`src/rtl/pcg_pkg.sv`:
```
package pcg_pkg;

    localparam logic [63:0] PCG_MULT = 64'd6364136223846793005;
    localparam logic [63:0] RESET_STATE = 64'd6364136223846793006;

    typedef enum logic [2:0] {
        OP_NEXT32  = 3'd0,
        OP_NEXT64  = 3'd1,
        OP_UNIFORM = 3'd2,
        OP_SKIP    = 3'd3,
        OP_RESEED  = 3'd4
    } opcode_t;

    typedef enum logic [3:0] {
        ST_IDLE,
        ST_DRAW,
        ST_MOD,
        ST_SKIP_BIT,
        ST_SKIP_SQ,
        ST_SKIP_FIN,
        ST_RES_ADD,
        ST_OUT
    } state_t;

    function automatic logic [31:0] xsh_rr(input logic [63:0] old);
        logic [31:0] xs;
        logic [4:0]  rot;
        xs  = 32'(((old >> 18) ^ old) >> 27);
        rot = old[63:59];
        return (xs >> rot) | (xs << ((5'd0 - rot) & 5'd31));
    endfunction

endpackage

```
`src/rtl/pcg_mul64.sv`:
```
// 64x64 low-half multiply, one 32x32 partial product per cycle
module pcg_mul64
(
    input  logic        clk,
    input  logic        rst_n,
    input  logic        start,
    input  logic [63:0] a,
    input  logic [63:0] b,
    output logic        done,
    output logic [63:0] p
);
    import pcg_pkg::*;
    logic [1:0]  step_reg, step_next;
    logic [63:0] acc_reg, acc_next;
    logic [63:0] a_reg, b_reg;
    logic [31:0] x, y;
    logic [63:0] prod;

    always_comb
    begin
        unique case (step_reg)
            2'd1:    begin x = a_reg[31:0];  y = b_reg[31:0];  end
            2'd2:    begin x = a_reg[63:32]; y = b_reg[31:0];  end
            default: begin x = a_reg[31:0];  y = b_reg[63:32]; end
        endcase
        prod = 64'(x) * 64'(y);
        acc_next = acc_reg;
        step_next = step_reg;
        if (start)
        begin
            acc_next = '0;
            step_next = 2'd1;
        end
        else if (step_reg != 2'd0)
        begin
            if (step_reg == 2'd1)
                acc_next = prod;
            else
                acc_next = acc_reg + {prod[31:0], 32'd0};
            step_next = (step_reg == 2'd3) ? 2'd0 : step_reg + 2'd1;
        end
    end

    always_ff @(posedge clk or negedge rst_n)
    begin
        if (!rst_n)
            step_reg <= '0;
        else
            step_reg <= step_next;
    end

    always_ff @(posedge clk)
    begin
        acc_reg <= acc_next;
        if (start)
        begin
            a_reg <= a;
            b_reg <= b;
        end
    end

    assign done = (step_reg == 2'd3);
    assign p = acc_next;
endmodule

```
`config.mk`:
```
export PLATFORM = sky130hd
export DESIGN_NAME = pcg_mul64
export DESIGN_NICKNAME = d
export VERILOG_FILES = /design/src/rtl/pcg_pkg.sv /design/src/rtl/pcg_mul64.sv
export SDC_FILE = /design/constraint.sdc
export NUM_CORES = 2
export LEC_CHECK = 0
export BUFFER_PORTS_ARGS = -buffer_cell sky130_fd_sc_hd__buf_2
export CORE_ASPECT_RATIO = 1.5
export CORE_MARGIN = 2
export CORE_UTILIZATION = 35
export CTS_CLUSTER_SIZE = 16
export DETAILED_ROUTE_END_ITERATION = 12
export GPL_TIMING_DRIVEN = 0
export PLACE_DENSITY = 0.56
export SLEW_MARGIN = 20
export SYNTH_ARGS = -nofsm -noshare
export SYNTH_HDL_FRONTEND = slang
export SYNTH_SLANG_ARGS = --single-unit
export TNS_END_PERCENT = 5
```
`constraint.sdc`:
```
create_clock -name clk -period 12.23 [get_ports clk]
set_input_delay 1.223 -clock clk [delete_from_list [all_inputs] [get_ports clk]]
set_output_delay 1.223 -clock clk [all_outputs]
set_load 0.05 [all_outputs]
```
==> results.ini <==
[hold_path]
hold_path_class=flop to flop
min_from=acc_reg[23]

[global_route]
grt_max_degree=75
grt_pass1_wl_mm=236
grt_util_all_layers_pct=27.5
grt_antenna_before_repair=4
first_global_vias=35131
overflow=0

[critical_path]
crit_family=adder cells
reg2reg_from=step_reg[0]
endpoint=p[47]
cp_slowest_stage_delay_ps=590
path_common_cell=fa_1
arrival_ps=10770
cp-start-kind=flop
crit_path_max_fanout=10
r2r_slack_ps=2120
cp_slowest_cell=clkbuf_1
path_buf_inv=9
worst_setup_path_end_kind=output pin
r2r_cells=31
r2r_end=acc_reg[49]
cp.required_ps=11010
cp.depth=31
critPathKind=flop to output pin
crit_start=step_reg[0]

[synthesis]
syn_avg_cell_area_um2=9.26
synthCells=4421
async_flop_share_pct=1.03
synth_mux_area_share_pct=3.15
ys.flop_type=edfxtp_1
synth_xor_area_share_pct=1.86
syn_nets=5747
synth-compound-area-share_pct=6.17
ys_seq_elements=194
synth-simple-area-share_pct=13.1
syn-cell-area_um2=41000
synthAdderAreaFrac_pct=53.0
post_synth_num_cell_types=80
synth_top_family_by_area=adder cells
yosys_warnings=0
synth_edf_count=128
synth-seq-area-share_pct=12.6

[routing]
wirelength_mm=162
postRouteAntennaNets=0
drcViolationCount=0
wl_per_cell_um=26.0
vias=32603
dr.first_iter.drc_count=2660
drt-pass1-iter-count=6
vias_per_cell=5.23

[clock_tree]
root_buffer=clkbuf_16
clk_latency_ps=520
cts_buffer_depth=2
cts_tree=built
clk_pin_slew_ps=80
cts_max_level=4
cts_buffers=17
cts.sinks=194

[status]
status=completed

[timing]
timing.fmax_mhz=83.4
worstMarginPinSlew_ps=1110
max_slew_margin_pct=25.3
fin_crit_sh_pct=98.1
setup_tns_ps=0
grt_setup_unrepaired=true
hold_viol=0
fin_skew_ps=24.4
period_needed_ps=11990
setup-violations-final=0
finalMaxSlewViolations=0

[floorplan]
die_y_um=423
rows=153
coreArea_um2=116000
io_pins=196
dieArea_um2=120000
die_w_um=283
initial_core_util_pct=35.3

[finish]
layout.cells.most_common=fa_1
nNetsFinal=5999
n_fill_cell=11822
syn_to_final_growth_pct=12.5
layout-drive-gt1-share_pct=12.0
layout_common_cells=fa_1 (897), inv_1 (892), nand2_1 (776)

[placed_design]
portBuffers=195
dpl.hpwl_mm=138
gp_congestion=0.997

[job]
max_cap_viol_count=0

==> routing by layer <==
metal / vias to the layer above / part of all wire [%] / global-route usage (%)
li1: 13932 / - / -
met1: 16778 / 35 / 31.0
met2: 1421 / 48 / 46.5
met3: 468 / 6.6 / 4.14
met4: 4 / 9.5 / 21.4
met5: - / 0.015 / 0
==> timing repair <==
action / in CTS / in global routing
cloned: 0 / 1
endpoints found under the setup margin: 41 / 19
buffers inserted: 8 / 23
hold endpoints to repair: 0 / 0
pin swaps: 0 / 6
hold buffers: 0 / 0
gates resized for setup: 230 / 125
==> how the worst min path moves through the flow <==
| stage | slack, ps | end | depth (start not counted) |
|---|---|---|---|
| final | 460 | acc_reg[23] | 2 |
| after global routing | 480 | acc_reg[17] | 2 |
| after CTS | 460 | acc_reg[24] | 2 |
| after detailed placement | 450 | acc_reg[30] | 2 |
| after global placement | 440 | acc_reg[17] | 2 |
| after floorplan | 510 | step_reg[0] | 1 |
==> cells in the mapped netlist (5+ instances only) <==
master / count / share of area, %
o21bai_1: 15 / 0.27
edfxtp_1: 128 / 9.4
nand2_1: 776 / 7.1
o21ai_0: 61 / 0.75
nor3_1: 19 / 0.23
a21o_1: 42 / 0.77
a21oi_2: 6 / 0.13
nor2b_1: 19 / 0.29
dfxtp_1: 64 / 3.1
buf_1: 12 / 0.11
fa_1: 897 / 44
nand2b_1: 23 / 0.35
a211oi_1: 7 / 0.13
buf_2: 6 / 0.073
inv_1: 892 / 8.2
o21ai_1: 17 / 0.21
xnor2_1: 57 / 1.2
mux2i_1: 59 / 1.4
o21a_1: 10 / 0.18
a22oi_1: 18 / 0.33
or2_2: 5 / 0.076
mux2_2: 61 / 1.7
and2_1: 16 / 0.24
nand3_1: 16 / 0.20
xor2_1: 28 / 0.60
a31oi_1: 12 / 0.18
and3_1: 8 / 0.12
clkbuf_1: 189 / 1.7
nor2_1: 419 / 3.8
or3_1: 8 / 0.12
ha_1: 298 / 9.1
nand4_1: 20 / 0.31
a21oi_1: 130 / 1.6
==> through the flow <==
step	hold slack, ps	worst slack, ps	utilization (%)	instances	cell area, µm²
2_1_floorplan	512	568	-	4421	41000
3_3_place_gp	445	-2870	37.8	6166	43900
3_5_place_dp	451	-1340	38.1	6177	44200
4_1_cts	464	12.7	39.3	6215	45600
5_1_grt	483	-66.7	39.7	6237	46100
6_report	461	236	39.7	6238	46100
==> logic make-up (layout without fill, tap and decap cells) <==
group                      count (synthesis)  after routing
buffers and inverters                   1103           1367
DFF                                      194            194
muxes                                    121            122
AOI/OAI and AO/OA                        384            384
other                                      0              2
adders and majority gates               1195           1195
xor gates and xnor gates                  86             86
and+or+nand+nor                         1338           1338
==> worst register-to-register path: cells and delay by family (launching register included) <==
family                     cells  cell delay (ps)
and+or+nand+nor                2              180
buffers and inverters         10             1500
xor gates and xnor gates       1              400
muxes                          1              420
adders and majority gates     10             4910
DFF                            1              420
AOI/OAI and AO/OA              7             2160
==> cell type report <==
cell class | count | area (µm²) | share of cell area [%]
Sequential cell | 194 | 5170 | 11.2
Clock inverter | 14 | 205 | 0.445
Multi-Input combinational cell | 3125 | 32300 | 70.1
Buffer | 206 | 1210 | 2.62
Inverter | 892 | 3350 | 7.27
Timing Repair Buffer | 237 | 1440 | 3.13
Tap cell | 1550 | 1940 | 4.21
Clock buffer | 18 | 429 | 0.932
Antenna cell | 2 | 5.00 | 0.0109
Power is not shown: default switching activity piles up to over one toggle a cycle in this logic, so the estimate is an artifact.
