[config.mk]
export PLATFORM = sky130hd
export DESIGN_NAME = pcg_divmod
export DESIGN_NICKNAME = d
export VERILOG_FILES = /design/src/rtl/pcg_pkg.sv /design/src/rtl/pcg_divmod.sv
export SDC_FILE = /design/constraint.sdc
export NUM_CORES = 1
export LEC_CHECK = 0
export BUFFER_PORTS_ARGS = -buffer_cell sky130_fd_sc_hd__buf_2
export CAP_MARGIN = 20
export CELL_PAD_IN_SITES_DETAIL_PLACEMENT = 0
export CELL_PAD_IN_SITES_GLOBAL_PLACEMENT = 1
export CORE_MARGIN = 2
export CORE_UTILIZATION = 39
export CTS_CLUSTER_DIAMETER = 30
export DETAILED_ROUTE_END_ITERATION = 7
export GPL_TIMING_DRIVEN = 0
export PLACE_DENSITY_LB_ADDON = 0.3
export SYNTH_ARGS = -nofsm -noshare
export SYNTH_HDL_FRONTEND = slang
export SYNTH_SLANG_ARGS = --single-unit
[constraint.sdc]
create_clock -name clk -period 6.42 [get_ports clk]
set_clock_uncertainty 0.05 [all_clocks]
set_input_delay 0.642 -clock clk [delete_from_list [all_inputs] [get_ports clk]]
set_output_delay 0.642 -clock clk [all_outputs]
set_load 0.01 [all_outputs]
[src/rtl/pcg_pkg.sv]
package pcg_pkg;

    localparam logic [63:0] PCG_MULT = 64'd6364136223846793005;
    localparam logic [63:0] RESET_STATE = 64'd6364136223846793006;

    typedef enum logic [2:0] {
        OP_NEXT32  = 3'd0,
        OP_NEXT64  = 3'd1,
        OP_UNIFORM = 3'd2,
        OP_SKIP    = 3'd3,
        OP_RESEED  = 3'd4
    } opcode_t;

    typedef enum logic [3:0] {
        ST_IDLE,
        ST_DRAW,
        ST_MOD,
        ST_SKIP_BIT,
        ST_SKIP_SQ,
        ST_SKIP_FIN,
        ST_RES_ADD,
        ST_OUT
    } state_t;

    function automatic logic [31:0] xsh_rr(input logic [63:0] old);
        logic [31:0] xs;
        logic [4:0]  rot;
        xs  = 32'(((old >> 18) ^ old) >> 27);
        rot = old[63:59];
        return (xs >> rot) | (xs << ((5'd0 - rot) & 5'd31));
    endfunction

endpackage

[src/rtl/pcg_divmod.sv]
// restoring remainder, one quotient bit per cycle
module pcg_divmod
(
    input  logic        clk,
    input  logic        rst_n,
    input  logic        start,
    input  logic [31:0] num,
    input  logic [31:0] den,
    output logic        done,
    output logic [31:0] rem
);
    import pcg_pkg::*;
    logic [5:0]  cnt_reg;
    logic [31:0] num_reg;
    logic [32:0] rem_reg;
    logic [31:0] den_reg;
    logic [32:0] sh;

    assign sh = {rem_reg[31:0], num_reg[31]};

    always_ff @(posedge clk or negedge rst_n)
    begin
        if (!rst_n)
            cnt_reg <= '0;
        else if (start)
            cnt_reg <= 6'd32;
        else if (cnt_reg != 6'd0)
            cnt_reg <= cnt_reg - 6'd1;
    end

    always_ff @(posedge clk)
    begin
        if (start)
        begin
            num_reg <= num;
            den_reg <= den;
            rem_reg <= '0;
        end
        else if (cnt_reg != 6'd0)
        begin
            num_reg <= {num_reg[30:0], 1'b0};
            rem_reg <= (sh >= {1'b0, den_reg}) ? sh - {1'b0, den_reg} : sh;
        end
    end

    assign done = (cnt_reg == 6'd1);
    assign rem  = (sh >= {1'b0, den_reg}) ? 32'(sh - {1'b0, den_reg}) : sh[31:0];
endmodule
==> results of run 1 <==
## critical path: cells and delay by family (launching register included)
family          cells  cell delay [ns]
xor+xnor            1             0.19
compound gates      6             1.50
fa+ha+maj           2             0.58
buf+inv             3             0.26
simple gates        1             0.08
flops               1             0.43
## placed cells by master (no fill, tap or decap), types with 21 or more instances in the layout
master	count
o21ai_2	21
nand3_1	38
clkbuf_1	23
nor2_1	48
buf_2	107
mux2_2	32
ha_1	34
nand2_1	54
dfxtp_1	32
o21ai_0	33
a311oi_2	23
inv_1	47
a21oi_1	44
edfxtp_1	64
## through the flow
step,hold WS [ns],cell area [um2],instances,util (%)
3_5_place_dp,0.4251,7328,984,44.51
3_3_place_gp,0.4183,7301,983,44.34
5_1_grt,0.04067,7637,1000,46.38
4_1_cts,0.03192,7637,1000,46.38
2_1_floorplan,0.2964,6530,664,-
6_report,0.03487,7637,1000,46.38
## final timing paths
kind                        startpoint          end  slack [ns]  depth (start not counted)
setup reg to reg           num_reg[31]  rem_reg[18]        3.23                         12
max in group asynchronous        rst_n   cnt_reg[1]        6.14                          1
hold / removal                   rst_n   cnt_reg[3]        0.03                          1
min in group clk               den[23]  den_reg[23]        0.39                          1
hold reg to reg            rem_reg[22]  rem_reg[23]        0.49                          2
setup / recovery           num_reg[31]      rem[18]        2.33                         13
## logic make-up (layout without fill, tap and decap cells)
| family | after synthesis | in the layout | share of synthesized area (%) |
|---|---|---|---|
| and+or+nand+nor | 195 | 195 | 14.39 |
| DFF | 102 | 102 | 41.54 |
| buffers and inverters | 86 | 202 | 5.748 |
| adders and majority gates | 35 | 35 | 6.821 |
| muxes | 33 | 33 | 5.672 |
| AOI/OAI and AO/OA | 187 | 187 | 22.34 |
| xor gates and xnor gates | 26 | 26 | 3.487 |
## metal layers
layer,share of wire (%),up-vias,track usage [%]
met5,0,-,0
met4,1.6,0,6.028
met3,5.2,20,4.604
met2,47,117,35.17
met1,46,2669,27.12
li1,-,2690,-
## power by group through the flow
stage	logic, mW	registers (mW)	clock network (mW)
floorplan	1.40	0.971	0
global placement	1.89	1.00	0
detailed placement	1.91	1.01	0
CTS	1.92	0.996	0.588
global route	2.14	1.02	0.607
finish	1.92	0.997	0.569
## layout make-up
type / count / area share [%]
buffer: 39 / 2.605
clock buffer: 9 / 2.949
clock inverter: 7 / 1.098
inverter: 47 / 2.310
multi-input combinational: 476 / 45.07
sequential: 102 / 35.52
tap: 220 / 3.604
timing repair buffer: 100 / 6.848
==> impl_metrics.yaml, run 1 <==
run_status:
  status: "finished, final reports clean"
setup_path:
  cp.arrival_ns: 3.40
  crit_fanout: 3
  crit_slowest_cell: "a221oi_1"
  crit_path_max_incr_delay_ns: 0.44
  crit_path_end_kind: "primary output"
  critPathKind: "reg -> out"
  startpoint_type: "flop"
  critical_path_required_ns: 5.73
  path_cells: "inv_1, ha_1, inv_1, fa_1, a21o_1, a221oi_1, o221ai_1, a21oi_1, o21bai_1, xor2_1, o21ai_2, nand2_1, buf_2"
  cpMostUsedCell: "inv_1"
logic_synthesis:
  synth_edf_count: 64
  async_flop_share_pct: 5.882
  synthTopCellsByArea: "edfxtp_1 (29%), dfxtp_1 (9.8%), ha_1 (6.5%)"
  netlist_instances: 664
  synth_most_common_cell: "edfxtp_1"
  syn_nets: 766
  synthesis.area_mm2: 0.006530
  synth_cell_types: 66
  synthFlopType: "edfxtp_1"
  syn-mean-instance-area_um2: 9.834
  yosysWarnings: 0
  ys_seq_area_share_pct: 41.54
  synth_common_cells: "edfxtp_1 (64), nand2_1 (54), nor2_1 (48)"
  synth_top_area_cell: "edfxtp_1"
  synth_top_area_share_pct: 29.43
  synth-seq-cells: 102
layout:
  drive_above_1_share_pct: 28.33
  register_area_mm2: 0.002713
  area_delta_synth_final_pct: 16.96
  antenna_cells: 0
  nNetsFinal: 877
  multiInputGateArea_mm2: 0.003442
  fillers: 1626
floorplanning:
  initial_core_util_pct: 39.66
  die_h_um: 133.4
  row_count: 47
  dieWidth_um: 133.4
  io_pins: 100
  core_mm2: 0.01647
  dieArea_mm2: 0.01779
cts:
  insertion_delay_ns: 0.37
  cts.sinks: 102
  post_cts_buffers: 0
  cts_htree_levels: 3
  cts_tree: "done"
  root_buffer: "clkbuf_16"
  cts_resized: 0
  ctsLongestPathBuffers: 2
  cts_hold_buf: 0
  clk_pin_slew_worst_paths_ns: 0.08
  numCtsBuffers: 9
drt:
  drt_iter0_drc: 333
  vias: 5496
  vias_per_cell: 5.496
  drt-total-wl_mm: 17.71
  wl_per_cell_um: 17.71
  drtAntennaViolNets: 0
  drc: 0
  firstDrtPassIters: 5
placed_design:
  portBuffers: 99
  gp_congestion: 0.8524
  hpwl_mm: 13.27
  place_ws_ns: 2.781
sta:
  slew_headroom_pct: 42.30
  setup_ws_ns: 2.329
  setup-tns-final_ns: 0
  worst_slew_pin_slew_ns: 0.8656
  min_period_ns: 4.091
  fmax_mhz: 244.4
  hold_violations: 0
  rsz0062_at_grt: "false"
  fin_crit_sh_pct: 63.73
  finalMaxSlewViolations: 0
  finalSetupViolations: 0
pwr:
  p_switching_mw: 1.579
  pwr-share-clk_pct: 16.3
  p_total_mw: 3.490
  p_leak_nw: 3.367
  power_density_mw_per_mm2: 457.0
  p_int_mw: 1.912
  p_seq_share_pct: 28.6
  swShare_pct: 45.23
  ir_drop_mv: 0.2253
  pwr-share-comb_pct: 55.1
global_route:
  grt_pass1_vias: 5729
  grt_pass1_wl_mm: 29.64
  antenna_found_initial: 0
  gr-usage-all-layers_pct: 20.91
  grt_overflow: 0
  grt_max_degree: 36
worst_hold_path:
  min_path_type: "in -> async"
flow_run:
  drv_cap: 0
(Power assumes the default switching activity.)
==> run 2, diff against run 1 <==
- clock period: 6.42 -> 3.73 ns (I/O delays scaled with it)
==> impl_metrics.yaml, run 2 (synthesized netlist as in run 1, its figures left out) <==
pwr:
  p_int_mw: 3.389
  p_leak_nw: 3.431
  pwr-share-clk_pct: 15.9
  pwr-share-comb_pct: 56.4
  swShare_pct: 45.13
  power_density_mw_per_mm2: 791.3
  p_seq_share_pct: 27.8
  p_total_mw: 6.176
  p_switching_mw: 2.787
  ir_drop_mv: 0.3925
global_route:
  grt_overflow: 0
  grt_pass1_wl_mm: 29.71
  grt_pass1_vias: 5742
  grt_max_degree: 36
  gr-usage-all-layers_pct: 20.95
  antenna_found_initial: 0
cts:
  ctsLongestPathBuffers: 2
  root_buffer: "clkbuf_16"
  clk_pin_slew_worst_paths_ns: 0.08
  cts.sinks: 102
  insertion_delay_ns: 0.37
  numCtsBuffers: 9
  cts_htree_levels: 3
  cts_tree: "done"
drt:
  drt_iter0_drc: 300
  firstDrtPassIters: 5
  drt-total-wl_mm: 17.84
  drc: 0
  vias_per_cell: 5.527
  vias: 5555
  drtAntennaViolNets: 0
  wl_per_cell_um: 17.75
sta:
  fin_crit_sh_pct: 96.25
  whs_ns: 0.1247
  finalSetupViolations: 0
  rsz0062_at_grt: "true"
  worst_slew_pin_slew_ns: 0.8713
  fmax_mhz: 278.5
  min_period_ns: 3.590
  slew_headroom_pct: 41.91
  hold_violations: 0
  finalMaxSlewViolations: 0
run_status:
  status: "finished, final reports clean"
setup_path:
  critical_path_required_ns: 3.31
  crit_fanout: 10
  cp.arrival_ns: 3.17
  critPathKind: "reg -> out"
  startpoint_type: "flop"
  crit_path_end_kind: "primary output"
floorplanning:
  initial_core_util_pct: 39.66
  io_pins: 100
  core_mm2: 0.01647
  dieWidth_um: 133.4
  dieArea_mm2: 0.01779
  die_h_um: 133.4
  row_count: 47
placed_design:
  place_area_mm2: 0.007328
  hpwl_mm: 13.27
  placed_cells: 984
  portBuffers: 99
  gp_congestion: 0.8524
layout:
  nNetsFinal: 882
  fin_cells: 1005
  antenna_cells: 0
  final_common_cell: "buf_2"
  drive_above_1_share_pct: 31.08
  final_cell_mix: "buf_2 (104), edfxtp_1 (64), nand2_1 (53)"
  final_cell_area_mm2: 0.007805
  area_delta_synth_final_pct: 19.52
  fin_util_pct: 47.40
worst_hold_path:
  min_path_type: "in -> reg"
flow_run:
  drv_cap: 0
-- run 2: per-stage QoR --
step	TNS [ns]	worst slack, ns
2_1_floorplan	0	0.8593
3_3_place_gp	0	0.3699
3_5_place_dp	0	0.3601
4_1_cts	0	0.01173
5_1_grt	-0.1517	-0.06686
6_report	0	0.1397
-- run 2: power groups by stage --
stage | combinational [mW] | sequential (mW) | clock (mW)
2_1_floorplan | 2.41 | 1.67 | 0
3_3_place_gp | 3.25 | 1.72 | 0
3_5_place_dp | 3.29 | 1.74 | 0
4_1_cts | 3.34 | 1.71 | 1.01
5_1_grt | 3.86 | 1.76 | 1.05
6_report | 3.48 | 1.72 | 0.979
-- run 2: repair_timing --
item	in CTS	in global routing
pin swaps	1	6
resized for setup	3	35
hold buffers	1	0
endpoints found under the hold margin	6	0
setup buffers	1	4
endpoints found under the setup margin	7	30
gates cloned	0	0
-- run 2: final cells by class --
class,instances,area (um2)
fill,1607,8661
multi-input combinational,476,3552
sequential,102,2713
timing repair buffer,106,570.5
tap,220,275.3
clock buffer,9,225.2
buffer,38,209.0
inverter,47,176.4
clock inverter,7,83.83
-- run 2: critical path, cell delays in order (launching register included) --
cell and delay, ns:
dfxtp_1 0.35, ha_1 0.39, o211ai_2 0.16, a21oi_1 0.11, o211a_4 0.31, nor4_4 0.37, o21ai_4 0.11, o211a_4 0.29
buf_6 0.16, o211ai_4 0.23, o21ai_0 0.14, buf_2 0.16
-- run 2: final timing paths --
check                                 start          end  slack (ns)  depth (start not counted)
worst max-delay path             rem_reg[1]      rem[29]        0.14                         11
worst min-delay path                 den[9]   den_reg[9]        0.12                          1
worst max register to register  den_reg[23]  rem_reg[31]        0.80                         12
worst min register to register  rem_reg[22]  rem_reg[23]        0.49                          2
max in group asynchronous             rst_n   cnt_reg[1]        3.19                          2
min in group asynchronous             rst_n   cnt_reg[3]        0.30                          2
-- run 2: routing by layer --
| metal | vias up | share of wire, % | global-route usage (%) |
|---|---|---|---|
| li1 | 2697 | - | - |
| met1 | 2701 | 46 | 27.20 |
| met2 | 133 | 48 | 35.22 |
| met3 | 24 | 5.0 | 4.604 |
| met4 | 0 | 1.4 | 6.028 |
| met5 | - | 0 | 0 |
